## src/sv/pidw_pkg.sv

```systemverilog
package pidw_pkg;

	// field widths
	localparam int IN_W      = 16;
	localparam int ERR_W     = 17;
	localparam int DRIVE_W   = 24;
	localparam int GAIN_W    = 24;
	localparam int LIMIT_W   = 23;
	localparam int GAIN_FRAC = 12;

	// datapath widths
	localparam int SUM3_W   = ERR_W + 2;
	localparam int DIFF_W   = ERR_W + 1;
	localparam int PROD_P_W = GAIN_W + ERR_W;
	localparam int PROD_I_W = GAIN_W + SUM3_W;
	localparam int PROD_D_W = GAIN_W + DIFF_W;
	localparam int ACC_W    = PROD_I_W + 1;
	localparam int SCALED_W = ACC_W - GAIN_FRAC;

	// register port
	localparam int APB_ADDR_W = 4;
	localparam int APB_DATA_W = 32;

	// register reset values
	localparam logic signed [GAIN_W-1:0] KP_RESET         = 24'sd8192;
	localparam logic signed [GAIN_W-1:0] KI_DT_RESET      = 24'sd0;
	localparam logic signed [GAIN_W-1:0] KD_OVER_DT_RESET = 24'sd8192;
	localparam int                       LIMIT_RESET_UNITS = 200;

	typedef enum logic [1:0] {
		REG_KP         = 2'd0,
		REG_KI_DT      = 2'd1,
		REG_KD_OVER_DT = 2'd2,
		REG_LIMIT      = 2'd3
	} reg_idx_t;

	typedef struct packed {
		logic signed [GAIN_W-1:0] kp;
		logic signed [GAIN_W-1:0] ki_dt;
		logic signed [GAIN_W-1:0] kd_over_dt;
		logic [LIMIT_W-1:0]       limit;
	} gains_t;

endpackage

```

## src/sv/pidw_regs.sv

```systemverilog
module pidw_regs import pidw_pkg::*; #(
	parameter int FRAC_BITS = 8
) (
	input  logic                  clk,
	input  logic                  arst_n,
	input  logic                  psel,
	input  logic                  penable,
	input  logic                  pwrite,
	input  logic [APB_ADDR_W-1:0] paddr,
	input  logic [APB_DATA_W-1:0] pwdata,
	output logic [APB_DATA_W-1:0] prdata,
	output logic                  pready,
	output gains_t                gains
);

	localparam logic [LIMIT_W-1:0] LIMIT_RESET = LIMIT_W'(LIMIT_RESET_UNITS << FRAC_BITS);

	gains_t   gains_q;
	reg_idx_t idx;

	assign idx    = reg_idx_t'(paddr[APB_ADDR_W-1:2]);
	assign pready = 1'b1;
	assign gains  = gains_q;

	// register writes on the access phase
	always_ff @(posedge clk or negedge arst_n) begin
		if (!arst_n) begin
			gains_q.kp         <= KP_RESET;
			gains_q.ki_dt      <= KI_DT_RESET;
			gains_q.kd_over_dt <= KD_OVER_DT_RESET;
			gains_q.limit      <= LIMIT_RESET;
		end else if (psel && penable && pwrite && pready) begin
			unique case (idx)
				REG_KP:         gains_q.kp         <= pwdata[GAIN_W-1:0];
				REG_KI_DT:      gains_q.ki_dt      <= pwdata[GAIN_W-1:0];
				REG_KD_OVER_DT: gains_q.kd_over_dt <= pwdata[GAIN_W-1:0];
				REG_LIMIT:      gains_q.limit      <= pwdata[LIMIT_W-1:0];
			endcase
		end
	end

	// read mux
	always_comb begin
		unique case (idx)
			REG_KP:         prdata = {{(APB_DATA_W-GAIN_W){1'b0}}, gains_q.kp};
			REG_KI_DT:      prdata = {{(APB_DATA_W-GAIN_W){1'b0}}, gains_q.ki_dt};
			REG_KD_OVER_DT: prdata = {{(APB_DATA_W-GAIN_W){1'b0}}, gains_q.kd_over_dt};
			REG_LIMIT:      prdata = {{(APB_DATA_W-LIMIT_W){1'b0}}, gains_q.limit};
		endcase
	end

endmodule

```

## src/sv/pid_axis_with_window_integral.sv

```systemverilog
// One axis of a discrete PID regulator with a three-tap error window as integral.
//
// sample channel (sample_valid/sample_ready, goal, measured): one control tick per
// transaction. result channel (result_valid/result_ready, drive, error, clamped):
// one result per sample, in order. The gains and the clamp limit sit on the
// APB-style register port (kp, ki_dt, kd_over_dt, limit at byte 0, 4, 8, 12);
// write them only while no sample is in flight.
//
// From sample acceptance to result_valid, an input stage forms the error and the
// window sum/difference, a multiply stage forms the three gain products and an
// output stage adds, rounds and clamps. Throughput is one sample per cycle while
// result_ready is high. Each stage has its own valid bit and moves when the stage
// after it is empty or moving, so when the receiver stalls the result holds and
// the pipe still takes up to two more samples before sample_ready drops.
// Reset empties the pipe, clears the two stored errors and loads the register
// reset values (limit is 200 in value format).
module pid_axis_with_window_integral import pidw_pkg::*; #(
	parameter int FRAC_BITS = 8
) (
	input  logic                       clk,
	input  logic                       arst_n,
	input  logic                       psel,
	input  logic                       penable,
	input  logic                       pwrite,
	input  logic [APB_ADDR_W-1:0]      paddr,
	input  logic [APB_DATA_W-1:0]      pwdata,
	output logic [APB_DATA_W-1:0]      prdata,
	output logic                       pready,
	input  logic                       sample_valid,
	output logic                       sample_ready,
	input  logic signed [IN_W-1:0]     goal,
	input  logic signed [IN_W-1:0]     measured,
	output logic                       result_valid,
	input  logic                       result_ready,
	output logic signed [DRIVE_W-1:0]  drive,
	output logic signed [ERR_W-1:0]    error,
	output logic                       clamped
);

	gains_t gains;

	pidw_regs #(
		.FRAC_BITS (FRAC_BITS)
	) u_regs (
		.clk     (clk),
		.arst_n  (arst_n),
		.psel    (psel),
		.penable (penable),
		.pwrite  (pwrite),
		.paddr   (paddr),
		.pwdata  (pwdata),
		.prdata  (prdata),
		.pready  (pready),
		.gains   (gains)
	);

	// stage enables
	logic valid_s1, valid_s2, valid_s3;
	logic en1, en2, en3, take;

	assign en3          = !valid_s3 || result_ready;
	assign en2          = !valid_s2 || en3;
	assign en1          = !valid_s1 || en2;
	assign sample_ready = en1;
	assign take         = sample_valid && sample_ready;

	// error window
	logic signed [ERR_W-1:0]  err_prev1_q, err_prev2_q, err_next;
	logic signed [SUM3_W-1:0] sum3_next;
	logic signed [DIFF_W-1:0] diff_next;

	assign err_next  = ERR_W'(goal) - ERR_W'(measured);
	assign sum3_next = SUM3_W'(err_next) + SUM3_W'(err_prev1_q) + SUM3_W'(err_prev2_q);
	assign diff_next = DIFF_W'(err_next) - DIFF_W'(err_prev1_q);

	always_ff @(posedge clk or negedge arst_n) begin
		if (!arst_n) begin
			err_prev1_q <= '0;
			err_prev2_q <= '0;
		end else if (take) begin
			err_prev1_q <= err_next;
			err_prev2_q <= err_prev1_q;
		end
	end

	// stage 1: error terms
	logic signed [ERR_W-1:0]  error_s1;
	logic signed [SUM3_W-1:0] sum3_s1;
	logic signed [DIFF_W-1:0] diff_s1;

	always_ff @(posedge clk or negedge arst_n) begin
		if (!arst_n) begin
			valid_s1 <= 1'b0;
		end else if (en1) begin
			valid_s1 <= sample_valid;
		end
	end

	always_ff @(posedge clk) begin
		if (take) begin
			error_s1 <= err_next;
			sum3_s1  <= sum3_next;
			diff_s1  <= diff_next;
		end
	end

	// stage 2: gain products
	logic signed [ERR_W-1:0]    error_s2;
	logic signed [PROD_P_W-1:0] prod_p_s2;
	logic signed [PROD_I_W-1:0] prod_i_s2;
	logic signed [PROD_D_W-1:0] prod_d_s2;

	always_ff @(posedge clk or negedge arst_n) begin
		if (!arst_n) begin
			valid_s2 <= 1'b0;
		end else if (en2) begin
			valid_s2 <= valid_s1;
		end
	end

	always_ff @(posedge clk) begin
		if (en2 && valid_s1) begin
			error_s2  <= error_s1;
			prod_p_s2 <= PROD_P_W'(gains.kp) * PROD_P_W'(error_s1);
			prod_i_s2 <= PROD_I_W'(gains.ki_dt) * PROD_I_W'(sum3_s1);
			prod_d_s2 <= PROD_D_W'(gains.kd_over_dt) * PROD_D_W'(diff_s1);
		end
	end

	// stage 3: sum, round half up, clamp
	logic signed [ACC_W-1:0]    acc;
	logic signed [SCALED_W-1:0] scaled, lim_pos, lim_neg;
	logic signed [DRIVE_W-1:0]  drive_next;
	logic                       hit_next;

	assign acc     = ACC_W'(prod_p_s2) + ACC_W'(prod_i_s2) + ACC_W'(prod_d_s2)
	               + ACC_W'(1 << (GAIN_FRAC - 1));
	assign scaled  = acc[ACC_W-1:GAIN_FRAC];
	assign lim_pos = $signed({{(SCALED_W-LIMIT_W){1'b0}}, gains.limit});
	assign lim_neg = -lim_pos;

	always_comb begin
		if (scaled > lim_pos) begin
			drive_next = DRIVE_W'(lim_pos);
			hit_next   = 1'b1;
		end else if (scaled < lim_neg) begin
			drive_next = DRIVE_W'(lim_neg);
			hit_next   = 1'b1;
		end else begin
			drive_next = DRIVE_W'(scaled);
			hit_next   = 1'b0;
		end
	end

	logic signed [DRIVE_W-1:0] drive_s3;
	logic signed [ERR_W-1:0]   error_s3;
	logic                      clamped_s3;

	always_ff @(posedge clk or negedge arst_n) begin
		if (!arst_n) begin
			valid_s3 <= 1'b0;
		end else if (en3) begin
			valid_s3 <= valid_s2;
		end
	end

	always_ff @(posedge clk) begin
		if (en3 && valid_s2) begin
			drive_s3   <= drive_next;
			error_s3   <= error_s2;
			clamped_s3 <= hit_next;
		end
	end

	assign result_valid = valid_s3;
	assign drive        = drive_s3;
	assign error        = error_s3;
	assign clamped      = clamped_s3;

`ifndef SYNTHESIS
	logic signed [DRIVE_W-1:0] lim_drive;
	assign lim_drive = $signed({{(DRIVE_W-LIMIT_W){1'b0}}, gains.limit});

	// a clamped result sits exactly on a bound
	a_clamp_on_bound: assert property (@(posedge clk) disable iff (!arst_n)
		(result_valid && clamped) |-> (drive == lim_drive || drive == -lim_drive))
		else $error("clamped drive not on a bound");

	// an unclamped result stays inside the bounds
	a_inside_bounds: assert property (@(posedge clk) disable iff (!arst_n)
		(result_valid && !clamped) |-> (drive <= lim_drive && drive >= -lim_drive))
		else $error("unclamped drive outside bounds");

	// the error window shifts on each accepted sample
	a_window_shift: assert property (@(posedge clk) disable iff (!arst_n)
		take |=> (err_prev1_q == $past(err_next) && err_prev2_q == $past(err_prev1_q)))
		else $error("error window did not shift");

	// a full pipe under stall refuses samples
	a_full_stall: assert property (@(posedge clk) disable iff (!arst_n)
		(valid_s1 && valid_s2 && valid_s3 && !result_ready) |-> !sample_ready)
		else $error("sample taken while pipe full and stalled");
`endif

endmodule

```

## config.mk

```make
export PLATFORM = sky130hd
export DESIGN_NAME = pid_axis_with_window_integral
export DESIGN_NICKNAME = d
export VERILOG_FILES = /design/src/sv/pidw_pkg.sv /design/src/sv/pidw_regs.sv /design/src/sv/pid_axis_with_window_integral.sv
export SDC_FILE = /design/constraint.sdc
export NUM_CORES = 2
export LEC_CHECK = 0
export ABC_AREA = 1
export BUFFER_PORTS_ARGS = -buffer_cell sky130_fd_sc_hd__buf_4
export CAP_MARGIN = 40
export CORE_ASPECT_RATIO = 1.2
export CORE_MARGIN = 2
export CORE_UTILIZATION = 34
export DETAILED_ROUTE_END_ITERATION = 10
export PLACE_DENSITY = 0.58
export SYNTH_ARGS = -nofsm -noshare
export SYNTH_HDL_FRONTEND = slang
export SYNTH_SLANG_ARGS = --single-unit
```

## constraint.sdc

```tcl
create_clock -name clk -period 15.45 [get_ports clk]
set_input_delay 2.3175 -clock clk [delete_from_list [all_inputs] [get_ports clk]]
set_output_delay 2.3175 -clock clk [all_outputs]
set_load 0.01 [all_outputs]
```

==> impl_metrics.py <==
metrics = {
    "outcome": {
        "status": "complete, no violations",
    },
    "clock_network": {
        "path_clk_slew_ps": 60,
        "cts_tree": "done",
        "cts-hold-fix-buffers": 0,
        "root_buffer": "clkbuf_16",
        "cts_htree_levels": 2,
        "cts-resized-gates": 0,
        "post_cts_buffers": 0,
        "clock_latency_ps": 670,
        "cts.sinks": 371,
        "numCtsBuffers": 47,
        "clockBufferDepth": 3,
    },
    "routing": {
        "routed_wl_um": 212000,
        "ant_nets": 0,
        "drt_first_iter_violations": 3820,
        "wl_per_cell_um": 19.2,
        "vias": 53800,
        "drc": 0,
        "via_per_inst": 4.87,
        "first_pass_iters": 7,
    },
    "logic_synthesis": {
        "synth_edf_count": 239,
        "ys_warn_count": 0,
        "synth_area_per_cell_um2": 8.35,
        "async_flop_share_pct": 35.6,
        "synth.cell_area_mm2": 0.0696,
        "syn_inst": 8343,
        "yosys_register_bits": 371,
        "synth.distinct_cells": 56,
        "synth_flop_cell": "edfxtp_1",
        "yosysSeqAreaShare_pct": 15.1,
    },
    "placement": {
        "port_buffers": 132,
        "gp_congestion": 0.980,
        "place_hpwl_um": 175000,
        "dp_slack_ps": 8080,
    },
    "cells_and_area": {
        "nNetsFinal": 10300,
        "n_fill_cell": 20800,
        "final_cell_mix": "inv_1, nand2_1, fa_1, ha_1, a21oi_1",
        "area_growth_pct": 8.79,
        "layout_commonest_cell": "inv_1",
        "drive_gt1_share_pct": 4.92,
    },
    "worst_hold_path": {
        "hold_path_class": "reg2reg",
        "hold_depth": 0,
        "whs_endpoint": "error[6]$_DFFE_PP_",
        "hp-start": "error_s2[6]$_DFFE_PP_",
    },
    "worst_setup_path": {
        "rrSetupSlack_ps": 8000,
        "max_stage_delay_ps": 880,
        "cp_top_family": "adder cells",
        "reg2reg_depth": 21,
        "path_buf_inv": 6,
        "cp_max_fo": 21,
        "critPathKind": "reg2reg",
        "worstPathCellList": "nand2_1 -> fa_1 -> inv_1 -> fa_1 -> inv_1 -> fa_1 -> inv_1 -> fa_1 -> inv_1 -> fa_1 -> inv_1 -> fa_1 -> ha_1 -> ha_1 -> inv_1 -> nor3_1 -> nand4_1 -> nor2_1 -> nand3_1 -> o2111ai_1 -> xor2_1",
        "slowest_stage": "dfrtp_1",
        "worstPathArrival_ps": 7800,
        "cp-end-kind": "flip-flop",
        "crit-reg2reg-launch": "u_regs.gains[70]$_DFFE_PN0P_",
        "timing.rr.end": "prod_i_s2[42]$_DFFE_PP_",
        "required_ps": 15810,
        "start_kind": "flip-flop",
    },
    "sta": {
        "final-setup-viol-count": 0,
        "rsz0062_at_grt": "no",
        "period_share_pct": 48.2,
        "finClkSkew_ps": 55.0,
        "fmax_mhz": 134,
        "fin_crit_ps": 7450,
        "worst_slew_pin_slew_ps": 947,
        "finalSetupTns_ps": 0,
        "hold_violations": 0,
        "relSlewSlack_pct": 36.9,
        "setup_ws_ps": 8000,
        "slew_viol_final": 0,
    },
    "die": {
        "fp.dieH_um": 500,
        "ios": 152,
        "dieArea_mm2": 0.208,
        "start_util_pct": 34.3,
        "core-area_mm2": 0.203,
        "dieWidth_um": 417,
        "rows": 181,
    },
    "grt": {
        "track_usage_pct": 20.8,
        "grt_pass1_wl_um": 331000,
        "antenna_found_initial": 15,
        "grt_pass1_vias": 56700,
        "overflow": 0,
        "grt_start_max_net_pins": 73,
    },
    "flow_run": {
        "max_cap_viol_count": 0,
    },
}
[cells in the mapped netlist, types with 11 or more instances]
library cell / number / area [um2]
nor2_1: 226 / 848
a21o_1: 15 / 113
o2111ai_1: 26 / 228
a21oi_1: 256 / 1280
nand3_1: 126 / 631
xor2_1: 135 / 1180
nor2_2: 11 / 68.8
buf_1: 16 / 60.1
edfxtp_1: 239 / 7180
nor3_1: 38 / 190
nand4_1: 30 / 188
o21ai_0: 233 / 1170
nand2_1: 2070 / 7770
clkbuf_1: 278 / 1040
a31oi_1: 37 / 231
ha_1: 514 / 6430
or2_2: 24 / 150
inv_1: 2375 / 8910
dfrtp_1: 127 / 3180
buf_4: 11 / 82.6
o21bai_1: 19 / 143
xnor2_1: 85 / 744
fa_1: 1342 / 26900
nor4_1: 17 / 106
[worst max path at each step]
| stage | endpoint | depth (start not counted) | start | slack, ps |
|---|---|---|---|---|
| 5_1_grt | prod_i_s2[42]$_DFFE_PP_ | 21 | u_regs.gains[70]$_DFFE_PN0P_ | 7680 |
| 3_3_place_gp | prod_i_s2[42]$_DFFE_PP_ | 21 | u_regs.gains[70]$_DFFE_PN0P_ | 8200 |
| 2_1_floorplan | prod_i_s2[38]$_DFFE_PP_ | 24 | sum3_s1[2]$_DFFE_PP_ | 9290 |
| 3_5_place_dp | prod_i_s2[42]$_DFFE_PP_ | 21 | u_regs.gains[70]$_DFFE_PN0P_ | 8080 |
| 6_report | prod_i_s2[42]$_DFFE_PP_ | 21 | u_regs.gains[70]$_DFFE_PN0P_ | 8000 |
| 4_1_cts | prod_i_s2[42]$_DFFE_PP_ | 21 | u_regs.gains[70]$_DFFE_PN0P_ | 8070 |
[layout make-up]
class                      count  area, um2  share of cell area (%)
timing repair buffer         267       2370                    3.13
multi-input combinational   5291      49000                    64.7
clock inverter                30        304                   0.401
antenna                        8       20.0                  0.0264
inverter                    2378       8930                    11.8
tap                         2653       3320                    4.38
sequential                   371      10500                    13.8
clock buffer                  58       1280                    1.69
[registers in the layout, summed over array words and instances, names as in the netlist, 17 cells and up]
register	cells
diff_s1	18
drive	24
err_prev1_q	17
err_prev2_q	17
error	17
error_s1	17
error_s2	17
prod_d_s2	42
prod_i_s2	43
prod_p_s2	41
sum3_s1	19
u_regs.gains	95
[logic make-up (layout without fill, tap and decap cells)]
family          Yosys count  after routing  share of synthesized area, %
other cells               2             17                        0.0108
compound gates          640            640                          5.13
buf+inv                2688           2733                          14.6
xor+xnor                221            221                          2.81
flops                   371            371                          15.1
fa+ha+maj              1856           1856                          47.8
simple gates           2565           2565                          14.6
[per-layer routing]
layer	GRT usage (%)	up-vias	routed length, um
li1	-	24300	-
met1	26.8	27200	85800
met2	34.6	1915	101000
met3	2.95	433	14700
met4	9.39	4	11000
met5	0	-	26
[metrics by stage]
| step | hold slack (ps) | cells | cell area (um2) | utilization [%] |
|---|---|---|---|---|
| 3_3_place_gp | 403 | 10900 | 73600 | 36.2 |
| 6_report | 414 | 11100 | 75800 | 37.3 |
| 5_1_grt | 425 | 11000 | 75700 | 37.3 |
| 3_5_place_dp | 405 | 11000 | 74100 | 36.5 |
| 2_1_floorplan | 400 | 8350 | 69700 | - |
| 4_1_cts | 420 | 11000 | 75700 | 37.3 |
Power is left out: the tool's default activity adds up to more than one toggle a clock period on the data nets, which glitch-free logic cannot reach.
